## src/hw/rtl/srp_pkg.sv

```systemverilog
`timescale 1ns / 1ps
package srp_pkg;
  localparam int DEF_MAX_SHELVES = 512;
  localparam logic [47:0] SUM_MAX = 48'hFFFF_FFFF_FFFF;

  localparam logic [1:0] REG_BIN_WIDTH    = 2'd0;
  localparam logic [1:0] REG_BIN_HEIGHT   = 2'd1;
  localparam logic [1:0] REG_ALLOW_ROTATE = 2'd2;
  localparam logic [1:0] REG_COLUMN_MODE  = 2'd3;

  // controller to datapath
  typedef struct packed {
    logic load;      // capture item, clear store on first item
    logic scan_rd;   // issue read of shelf at scan index
    logic scan_eval; // evaluate read data
    logic commit;    // update store and emit result
  } srp_cmd_t;

  // datapath to controller
  typedef struct packed {
    logic scan_last; // scan index reached the shelf count
  } srp_sts_t;
endpackage

```

## src/hw/rtl/srp_ctrl.sv

```systemverilog
`timescale 1ns / 1ps
module srp_ctrl
  import srp_pkg::*;
(
  input  logic     clk,
  input  logic     rst,
  input  logic     start,
  output logic     busy,
  input  srp_sts_t sts,
  output srp_cmd_t cmd
);
  localparam logic [1:0] ST_IDLE = 2'd0;
  localparam logic [1:0] ST_SCAN = 2'd1;
  localparam logic [1:0] ST_DONE = 2'd2;

  logic [1:0] state, state_next;
  logic       eval_pend, eval_pend_next;

  // state register
  always_ff @(posedge clk) begin
    if (rst) begin
      state <= ST_IDLE;
      eval_pend <= 1'b0;
    end else begin
      state <= state_next;
      eval_pend <= eval_pend_next;
    end
  end

  // next state and commands
  always_comb begin
    state_next = state;
    eval_pend_next = 1'b0;
    cmd = '0;
    busy = (state != ST_IDLE);
    unique case (state)
      ST_IDLE: begin
        if (start) begin
          cmd.load = 1'b1;
          state_next = ST_SCAN;
        end
      end
      ST_SCAN: begin
        cmd.scan_eval = eval_pend;
        if (sts.scan_last) begin
          if (!eval_pend) state_next = ST_DONE;
        end else begin
          cmd.scan_rd = 1'b1;
          eval_pend_next = 1'b1;
        end
      end
      ST_DONE: begin
        cmd.commit = 1'b1;
        state_next = ST_IDLE;
      end
      default: state_next = ST_IDLE;
    endcase
  end
endmodule

```

## config.mk

```make
export PLATFORM = sky130hd
export DESIGN_NAME = srp_ctrl
export DESIGN_NICKNAME = d
export VERILOG_FILES = /design/src/hw/rtl/srp_pkg.sv /design/src/hw/rtl/srp_ctrl.sv
export SDC_FILE = /design/constraint.sdc
export NUM_CORES = 1
export LEC_CHECK = 0
export BUFFER_PORTS_ARGS = -buffer_cell sky130_fd_sc_hd__buf_2
export CAP_MARGIN = 20
export CELL_PAD_IN_SITES_DETAIL_PLACEMENT = 2
export CELL_PAD_IN_SITES_GLOBAL_PLACEMENT = 2
export CORE_AREA = 2 2 39 41
export DETAILED_ROUTE_END_ITERATION = 16
export DIE_AREA = 0 0 41 43
export GPL_TIMING_DRIVEN = 1
export PLACE_DENSITY_LB_ADDON = 0.1
export SLEW_MARGIN = 20
export SYNTH_ARGS = -nofsm -noshare
export SYNTH_HDL_FRONTEND = slang
export SYNTH_SLANG_ARGS = --single-unit
```

## constraint.sdc

```tcl
create_clock -name clk -period 2.15 [get_ports clk]
set_input_delay 0.3225 -clock clk [delete_from_list [all_inputs] [get_ports clk]]
set_output_delay 0.3225 -clock clk [all_outputs]
set_load 0.05 [all_outputs]
```

; Yosys cells after proc, flatten, opt, wreduce, memory -nomap -nowiden
; Cells that the tools add are included.
[word_totals]
in_bits = 4
register_bits = 3
elab_cells = 21
output_inout_bits = 5
[op_classes]
reduce_logical = 4
eq_ne = 5
n_mux = 9
bitwise_logic = 1
[ops]
columns = operator, count
row1 = $mux 2, 4
row2 = $ne 2x2->1 const B, 3
row3 = $mux 1, 4
row4 = $pmux 2 s2, 1
row5 = $reduce_and 3->1, 1
row6 = $eq 2x1->1 const B, 1
row7 = $eq 2x2->1 const B, 1
row8 = $logic_not 2->1, 1
row9 = $reduce_bool 2->1, 1
row10 = $reduce_or 2->1, 1
row11 = $not 1->1, 1

; Logic depth before layout (Yosys ltp)
; Gate-level depths: netlist (run 1).
[logic_depth]
depth_word = 3
depth_mapped = 2
depth_no_buf = 2

; Least setup slack after synthesis (run 1)
; No wires, ideal clock.
[synth_path]
path_kind = reg2out
from = reg state[0]
to = out cmd[3] (netlist bit)
slack_ps = 381
arrival_time_ps = 1447
path_stages_with_launch = 3
path_buffers = 0
required_time_ps = 1827
path_cell_list = dfxtp_1 -> or2_2 -> nor2_1
[synth_lines]
columns = element, line
row1 = "start, declared", srp_ctrl.sv:16  ; logic [1:0] state, state_next;
row2 = "start signal, assigned", srp_ctrl.sv:25  ; state <= state_next;
row3 = "end, declared", srp_ctrl.sv:10  ; output srp_cmd_t cmd

==> results of run 1 <==
## final timing paths
path | start | end | slack, ns
setup / recovery | state[0]$_SDFFE_PP0P_ | cmd[3] | 0.58
hold / removal | rst | state[0]$_SDFFE_PP0P_ | 0.30
setup reg to reg | state[0]$_SDFFE_PP0P_ | state[1]$_SDFFE_PP0P_ | 1.29
hold reg to reg | eval_pend$_SDFF_PP0_ | state[1]$_SDFFE_PP0P_ | 0.46
## cell usage after synthesis
cell,n
inv_1,2
dfxtp_1,3
nor4_2,1
and3b_1,1
nand2b_4,1
nor3_1,1
or2_2,1
and2b_2,1
nor4b_1,1
nor2_1,4
## final cells by class
type / instances / area [um^2] / area share
multi-input cells: 11 / 78.8 / 0.339
flip-flops and latches: 3 / 60.1 / 0.258
repair buffers: 8 / 40.0 / 0.172
clock buffers: 4 / 26.3 / 0.113
well taps: 16 / 20.0 / 0.0860
inverters: 2 / 7.51 / 0.0323
## power breakdown
part	internal (W)	leakage [nW]	switching [W]	total (W)
logic	0.0000135	0.0748	0.0000307	0.0000443
clock network	0.0000696	0.0150	0.0000307	0.000100
registers	0.0000591	0.0246	0.00000395	0.0000630
## per-layer routing
metal / wire length, um / track usage / up-vias
met5: 0 / 0 / -
li1: - / - / 76
met4: 0 / 0.0400 / 0
met3: 31 / 0.0628 / 0
met2: 193 / 0.0781 / 7
met1: 186 / 0.0641 / 72
## cell usage in the layout, fill, tap and decap left out, drive strengths merged
cell type / count
nor4b: 1
dfxtp: 3
inv: 2
buf: 8
nand2b: 1
nor3: 1
and2b: 1
nor4: 1
and3b: 1
or2: 1
clkbuf: 4
nor2: 4
## state kept, by name (all words and copies together) (netlist names)
name,flops
state,2
eval_pend,1
## logic make-up (layout without fill, tap and decap cells)
kind of cell / after synthesis / after routing / synth area share
and+or+nand+nor: 11 / 11 / 0.538
buffers and inverters: 2 / 14 / 0.0513
DFF: 3 / 3 / 0.410
## worst max-delay path, delay by kind of cell (launching register included)
family / cells / cell delay [ns]
flip-flops: 1 / 0.35
AND/OR/NAND/NOR: 2 / 0.40
buffers and inverters: 1 / 0.26
## metrics by stage
stage	std cells	setup slack, ns
after global routing	44	0.504
after floorplan	16	0.381
after global placement	40	0.860
after detailed placement	40	0.822
final	44	0.584
after CTS	44	0.554
==> metrics.txt, run 1 <==
post-cts resize count=0; post-DR vias/cell=approximately 3.5; RSZ-0062 raised after global routing=no; Post-CTS Setup Inserts=0; final period utilization=0.728; Max-Slew Margin vs Limit=0.831; CTS root buf=clkbuf_4; count of hold-fix buffers inserted at cts=0; top cells by area, synth=dfxtp_1, nor2_1, nand2b_4; Worst path max stage delay=~0.35 ns; outcome=completed; GRT overflow=0; setup tns final=0 ns; register area share after synthesis=0.410; number of nets in the layout=33; warnings from Yosys=0; Longest Clk Path Bufs=2; Finished Core Util=0.168; Die Area=approximately 1800 um^2; initial antenna violation count=0; Die Y-Extent=43 um; clk slew on worst S/H paths=~0.04 ns; vias in the first global route=~160; diodes inserted=0; # clock sinks=3; DRT iter0 DRCs=2; CP Capture Type=output port; Yosys reg bits=3; Worst setup SP type=flop; total power=between 0.0002 and 0.00025 W; static leakage=0.114 nW; Design Area, Final=about 230 um^2; routed vias=about 160; crit-path max FO=5; Post-Syn Area=approximately 150 um^2; Max Cap Viol=0; port bufs=8; required time of the critical path=approximately 1.8 ns; Post-Syn Area per Cell=9.15 um^2; Num CTS Buffers=3; H-tree levels=1; Routed WL=around 400 um; Worst VDD drop=approximately 0.28 mV; hold path cells=2; drc violations=0; CTS tree=built; worst min path class=input port to flop; Max Slew Vio Count=0; largest net degree at the start of global routing=6; share of cells above drive strength 1=0.536; Max Clock Freq=about 640 MHz; Cell variety after synth=10; Overall Global Routing Usage=0.0632; global-route wire length before repair=655 um; Final Setup Violations=0; post-route ant nets=0; Area Growth Syn to Fin=59.0%; Worst-Skew Late Latency=roughly 0.23 ns; wire length per cell=approximately 9.4 um; Post-Syn Nets=20; Crit Path Category=flop to output port; Crit-path slowest cell=dfxtp_1; Initial Util=0.106; Fin. Hold Viols=0; Post-Synthesis Cells=16; post-synth top area cell=dfxtp_1; Worst-Margin Slew=roughly 0.25 ns; Yosys top cell area share=0.410; crit path DAT=about 1.2 ns; Tmin final=between 1.5 and 2 ns; fillers=about 170; Final Hold Slack=roughly 0.30 ns; First-pass DRT Iterations=3; area of the core=roughly 1400 um^2; CP Cell Sequence=or2_2 -> nor2_1 -> buf_2; FP Rows=14; # IOs=9; dpl cell area=206 um^2; GP Congestion=between 0.6 and 0.7; FF-to-FF path depth=2; die width=41 um; Fin Clk Skew=0.00264 ns; PwrDens=892 nW/um^2
Note: power is estimated with default switching activity, not from simulation.
==> inputs of run 2 (changes only) <==
--- a/config.mk
+++ b/config.mk
@@ -5,6 +5,7 @@
 export SDC_FILE = /design/constraint.sdc
 export NUM_CORES = 1
 export LEC_CHECK = 0
+export ABC_AREA = 1
 export BUFFER_PORTS_ARGS = -buffer_cell sky130_fd_sc_hd__buf_2
 export CAP_MARGIN = 20
 export CELL_PAD_IN_SITES_DETAIL_PLACEMENT = 2
==> constraint.sdc (replaced) <==
create_clock -name clk -period 1.4 [get_ports clk]
set_input_delay 0.21 -clock clk [delete_from_list [all_inputs] [get_ports clk]]
set_output_delay 0.21 -clock clk [all_outputs]
set_load 0.05 [all_outputs]
==> run 2 against run 1 <==
Effect of this change: worst hold slack got worse by 0.14 ns; utilization up 1.5 points; non-clock buffer count is the same; clock-buffer cell count stayed put; cell area rose by 9.1%; sequential power up 59%; synthesized cell count grew 50%; first-iteration DRC count shrank 100%; sequential cell count stayed put; die area unchanged.
==> metrics.txt, run 2 <==
global-route wire length before repair=924 um (+41%); # IOs=9 (unchanged); port bufs=8 (unchanged); Cell variety after synth=9 (-1); Die Area=1760 um^2 (unchanged); Max Cap Viol=0 (unchanged); area of the core=1380 um^2 (unchanged); static leakage=0.152 nW (+32%); Die Y-Extent=43 um (unchanged); required time of the critical path=1.19 ns (-0.64 ns); Worst-Skew Late Latency=0.24 ns (about the same); Max-Slew Margin vs Limit=0.831 (about the same); CTS tree=built; Crit Reg-Reg Endpoint=state[1]$_SDFFE_PP0P_; outcome=completed; hold path cells=2 (unchanged); Overall Global Routing Usage=0.0853 (+0.0221); Longest Clk Path Bufs=2 (unchanged); post-synth top area cell=dfxtp_1; H-tree levels=1 (unchanged); FP Rows=14 (unchanged); top-count cell post-synth=inv_1; Crit Path Category=flop to output port; initial antenna violation count=0 (unchanged); register area share after synthesis=0.387 (-0.0232); max FFs per register=2 (unchanged); Worst VDD drop=0.365 mV (+32%); commonest non-fill, non-tap cells in the layout=inv_1, buf_2, nand2_1, nor2_1, clkbuf_4; DRT iter0 DRCs=0 (-2); CP Cell Sequence=nor2_2 -> nand2_1 -> inv_1 -> buf_4; CP Capture Type=output port; met3 Track Usage GR=0.0681 (+0.00524); routed vias=184 (+19%); FF-to-FF path depth=5 (+3); Post-Synthesis Cells=24 (+8); warnings from Yosys=0 (unchanged); met1 Usage GRT=0.0833 (+0.0192); Worst-Margin Slew=0.256 ns (+0.00574 ns); GRT overflow=0 (unchanged); Worst Hold Launch=rst; share of cells above drive strength 1=0.444 (-0.0913); crit path DAT=1.09 ns (-0.15 ns); Final Setup Violations=0 (unchanged); drc violations=0 (unchanged); PwrDens=1400 nW/um^2 (+57%); number of nets in the layout=41 (+24%); die width=41 um (unchanged); most frequent cells after synthesis=inv_1, nor2_1, nand2_1; GP Congestion=0.707 (+11%); # clock sinks=3 (unchanged); Design Area, Final=254 um^2 (+9.1%); Routed WL=495 um (+20%); diodes inserted=0 (unchanged); largest net degree at the start of global routing=6 (unchanged); post-DR vias/cell=3.54 (+0.45%); Tmin final=approximately 1.3 ns; Post-Syn Nets=28 (+40%); Yosys top cell area share=0.387 (-0.0232); main flop type after synthesis=dfxtp_1; Post-synth ARST share=0 (unchanged); post-DP HPWL=a little over 400 um; flop2flop setup slack=0.58 ns (-0.71 ns); Initial Util=0.112 (+0.00633); family with the most delay on the worst path=flip-flops; vias in the first global route=210 (+29%); dpl cell area=215 um^2 (+4.2%); Area Growth Syn to Fin=63.7%; Fin. Hold Viols=0 (unchanged); global-route met2 utilization=0.116 (+0.0375); Worst path max stage delay=0.33 ns (-0.02 ns); wire length per cell=9.52 um (+1.7%); Max Clock Freq=slightly below 800 MHz; biggest regs=state: 2 flops, eval_pend: 1 flops; final period utilization=0.929; setup tns final=0 ns (unchanged); Worst setup SP type=flop; worst min path class=input port to flop; top cells by area, synth=dfxtp_1, inv_1, nor2_1; Yosys reg bits=3 (unchanged); Max Slew Vio Count=0 (unchanged); Post-synth EDFFs=0 (unchanged); post-route ant nets=0 (unchanged); commonest non-fill, non-tap cell in the layout=inv_1; clk slew on worst S/H paths=0.04 ns (about the same); Post-Syn Area per Cell=6.46 um^2 (-29%); First-pass DRT Iterations=1 (-2); Largest Register=state; CTS root buf=clkbuf_4; Num CTS Buffers=3 (unchanged); GR peak layer=met2; Buf/Inv on CP=2 (+1); Fin Clk Skew=0.000232 ns (-0.00241 ns); crit-path max FO=5 (unchanged); RSZ-0062 raised after global routing=yes; Final Hold Slack=0.157 ns (-0.139 ns); Crit-path slowest cell=dfxtp_2; Reg2Reg Launch Point=state[0]$_SDFFE_PP0P_; Post-Syn Area=155 um^2 (+6.0%); hold worst-path end=state[0]$_SDFFE_PP0P_
run 2: changes by cell type in the layout (fill, tap and decap cells not counted), moves of 2 or more:
cell     change
nand2_1      +4
inv_1        +5
nor2_2       +2
buf_2        -2
run 2: cell families (layout without fill, tap and decap cells):
kind of cell / Yosys count / in the layout / synth area share
compound gates: 3 / 3 / 0.145
buf+inv: 7 / 19 / 0.169
flops: 3 / 3 / 0.387
simple gates: 11 / 11 / 0.298
run 2: what timing repair did:
action,in CTS,in global routing
setup buffers,0,0
hold buffers,0,0
endpoints found under the setup margin,2,2
cloned,0,0
gates resized for setup,2,3
pin swaps,0,1
run 2: worst max-delay path by stage:
stage	startpoint	end	slack, ns	depth (start not counted)
2_1_floorplan	state[1]$_SDFFE_PP0P_	cmd[0]	0.13	2
3_3_place_gp	state[0]$_SDFFE_PP0P_	cmd[3]	0.22	4
3_5_place_dp	state[0]$_SDFFE_PP0P_	cmd[2]	0.22	5
4_1_cts	state[0]$_SDFFE_PP0P_	cmd[2]	0.02	5
5_1_grt	state[1]$_SDFFE_PP0P_	cmd[3]	-0.03	4
6_report	state[0]$_SDFFE_PP0P_	cmd[3]	0.1	4
run 2: worst reg2reg max path: stages, from the launching register on:
cell     delay (ns)
dfxtp_2        0.36
inv_1          0.06
nor2_2         0.11
o21ai_2        0.09
nand2_1        0.06
nor2_1         0.04
run 2: metrics by stage:
stage	std cells	worst slack [ns]	utilization	total power, W
2_1_floorplan	24	0.132	-	0.000168
3_3_place_gp	48	0.218	0.156	0.000191
3_5_place_dp	48	0.223	0.156	0.000192
4_1_cts	52	0.0177	0.178	0.000367
5_1_grt	52	-0.0311	0.184	0.000394
6_report	52	0.0999	0.184	0.000357
run 2: report_power, final:
| group | switching, W | internal [W] | leakage [nW] |
|---|---|---|---|
| clock | 0.0000533 | 0.000107 | 0.0150 |
| combinational | 0.0000689 | 0.0000266 | 0.112 |
| sequential | 0.00000766 | 0.0000928 | 0.0250 |
| total | 0.000130 | 0.000227 | 0.152 |
run 2: final cells by class:
type	count	area [um^2]
fillers	185	1130
multi-input cells	14	71.3
flip-flops and latches	3	61.3
repair buffers	8	48.8
clock buffers	4	26.3
inverters	7	26.3
well taps	16	20.0
run 2: routing by layer:
metal	wire (um)	part of all wire
met1	198	0.40
met2	249	0.50
met3	46	0.093
met4	0	0
met5	0	0
==> inputs of run 3 (changes only) <==
--- a/config.mk
+++ b/config.mk
@@ -14,7 +14,7 @@
 export DETAILED_ROUTE_END_ITERATION = 16
 export DIE_AREA = 0 0 41 43
 export GPL_TIMING_DRIVEN = 1
-export PLACE_DENSITY_LB_ADDON = 0.1
+export PLACE_DENSITY = 0.5
 export SLEW_MARGIN = 20
 export SYNTH_ARGS = -nofsm -noshare
 export SYNTH_HDL_FRONTEND = slang
==> run 3 against run 2 <==
Effect of this change: sequential share of layout area up 0.36 points; critical path depth unchanged; clock skew up 0.0041 ns; sequential cell count unchanged; worst hold slack better by 0.011 ns; die area unchanged.
==> metrics.txt, run 3 (synthesis results as in run 2) <==
outcome=completed; max FFs per register=2 (unchanged); Overall Global Routing Usage=0.0671 (-0.0181); Worst-Margin Slew=0.248 ns (-0.00794 ns); area of the core=1380 um^2 (unchanged); Tmin final=1.30 ns (-0.00139 ns); final worst slack=0.101 ns (+0.00139 ns); setup tns final=0 ns (unchanged); Num CTS Buffers=3 (unchanged); port bufs=8 (unchanged); Routed WL=459 um (-7.3%); number of nets in the layout=41 (unchanged); # IOs=9 (unchanged); share of cells above drive strength 1=0.444 (unchanged); Worst-Skew Late Latency=0.24 ns (about the same); crit-path max FO=4 (-1); FP Rows=14 (unchanged); Max Cap Viol=0 (unchanged); Initial Util=0.112 (unchanged); Multi-input gate area=71.3 um^2 (unchanged); DRT iter0 DRCs=5 (+5); final period utilization=0.928 (-0.000994); biggest regs=state: 2 flops, eval_pend: 1 flops; CTS root buf=clkbuf_4; vias in the first global route=181 (-14%); FF+latch area=61.3 um^2 (unchanged); Max-Slew Margin vs Limit=0.836 (+0.00526); Longest Clk Path Bufs=2 (unchanged); GRT overflow=0 (unchanged); # clock sinks=3 (unchanged); Final Setup Violations=0 (unchanged); initial antenna violation count=0 (unchanged); die width=41 um (unchanged); dpl cell area=215 um^2 (unchanged); Fin. Hold Viols=0 (unchanged); RSZ-0062 raised after global routing=no; clk slew on worst S/H paths=0.04 ns (about the same); H-tree levels=1 (unchanged); commonest non-fill, non-tap cell in the layout=inv_1; crit path DAT=1.09 ns (about the same); Area Growth Syn to Fin=61.3%; First-pass DRT Iterations=4 (+3); Reg2Reg Launch Point=state[1]$_SDFFE_PP0P_; Design Area, Final=250 um^2 (-1.5%); Die Y-Extent=43 um (unchanged); Worst Hold Launch=rst; diodes inserted=0 (unchanged); Fin Clk Skew=0.00430 ns (+0.00407 ns); worst slack, placed=0.227 ns (+0.00447 ns); count of hold-fix buffers inserted at cts=0 (unchanged); post-DP HPWL=379 um (-6.7%); Max Clock Freq=770 MHz (+0.11%); CTS tree=built; worst min path class=input port to flop; Worst setup SP type=flop; Final Hold Slack=0.168 ns (+0.0109 ns); wire length per cell=8.83 um (-7.3%); Largest Register=state; Die Area=1760 um^2 (unchanged); required time of the critical path=1.19 ns (about the same); commonest non-fill, non-tap cells in the layout=inv_1, buf_2, nand2_1, nor2_1, clkbuf_4; GP Congestion=0.616 (-13%); post-DR vias/cell=3.62 (+2.2%); largest net degree at the start of global routing=6 (unchanged); post-route ant nets=0 (unchanged); Worst VDD drop=0.258 mV (-29%); global-route wire length before repair=703 um (-24%); routed vias=188 (+2.2%); Finished Core Util=0.181 (-0.00271); Crit Path Category=flop to output port; CP Capture Type=output port; Max Slew Vio Count=0 (unchanged); drc violations=0 (unchanged); static leakage=0.151 nW (-0.48%); fillers=171 (-7.6%); worst setup path start=state[1]$_SDFFE_PP0P_; PwrDens=1400 nW/um^2 (-0.61%)
run 3: worst max-delay path: stages (launching register included):
cell,delay (ns)
dfxtp_1,0.34
nor2_2,0.16
nand2_1,0.10
inv_1,0.07
buf_4,0.19
run 3: per-stage QoR:
| stage | std cells | total power [W] |
|---|---|---|
| floorplan | 24 | 0.000168 |
| global placement | 48 | 0.000189 |
| detailed placement | 48 | 0.000192 |
| CTS | 52 | 0.000358 |
| global route | 52 | 0.000380 |
| finish | 52 | 0.000349 |
run 3: worst paths after layout:
kind         slack, ns               endpoint  depth (start not counted)
max               0.10                 cmd[3]                          4
max reg2reg       0.58  state[0]$_SDFFE_PP0P_                          3
min               0.17  state[0]$_SDFFE_PP0P_                          2
min reg2reg       0.55  state[1]$_SDFFE_PP0P_                          3
run 3: cell type report:
class	count	area share
inverter	7	0.105
sequential	3	0.245
timing repair buffer	8	0.180
clock buffer	4	0.105
tap	16	0.0800
multi-input combinational	14	0.285
run 3: power breakdown:
| group | internal (W) | switching (W) | leakage (nW) |
|---|---|---|---|
| clock network | 0.000107 | 0.0000477 | 0.0150 |
| registers | 0.0000929 | 0.00000769 | 0.0250 |
| logic | 0.0000256 | 0.0000684 | 0.111 |
run 3: per-layer routing:
metal	global-route usage	wire, um	vias to the layer above	share of wire
li1	-	-	93	-
met1	0.0703	200	84	0.44
met2	0.0750	193	9	0.42
met3	0.0471	60	2	0.13
met4	0.0800	4	0	0.0087
met5	0	0	-	0
run 3: repair_timing:
item / 4_1_cts / 5_1_grt
resized for setup: 2 / 2
cloned: 0 / 0
setup buffers: 0 / 0
setup endpoints to repair: 2 / 2
endpoints found under the hold margin: 0 / 0
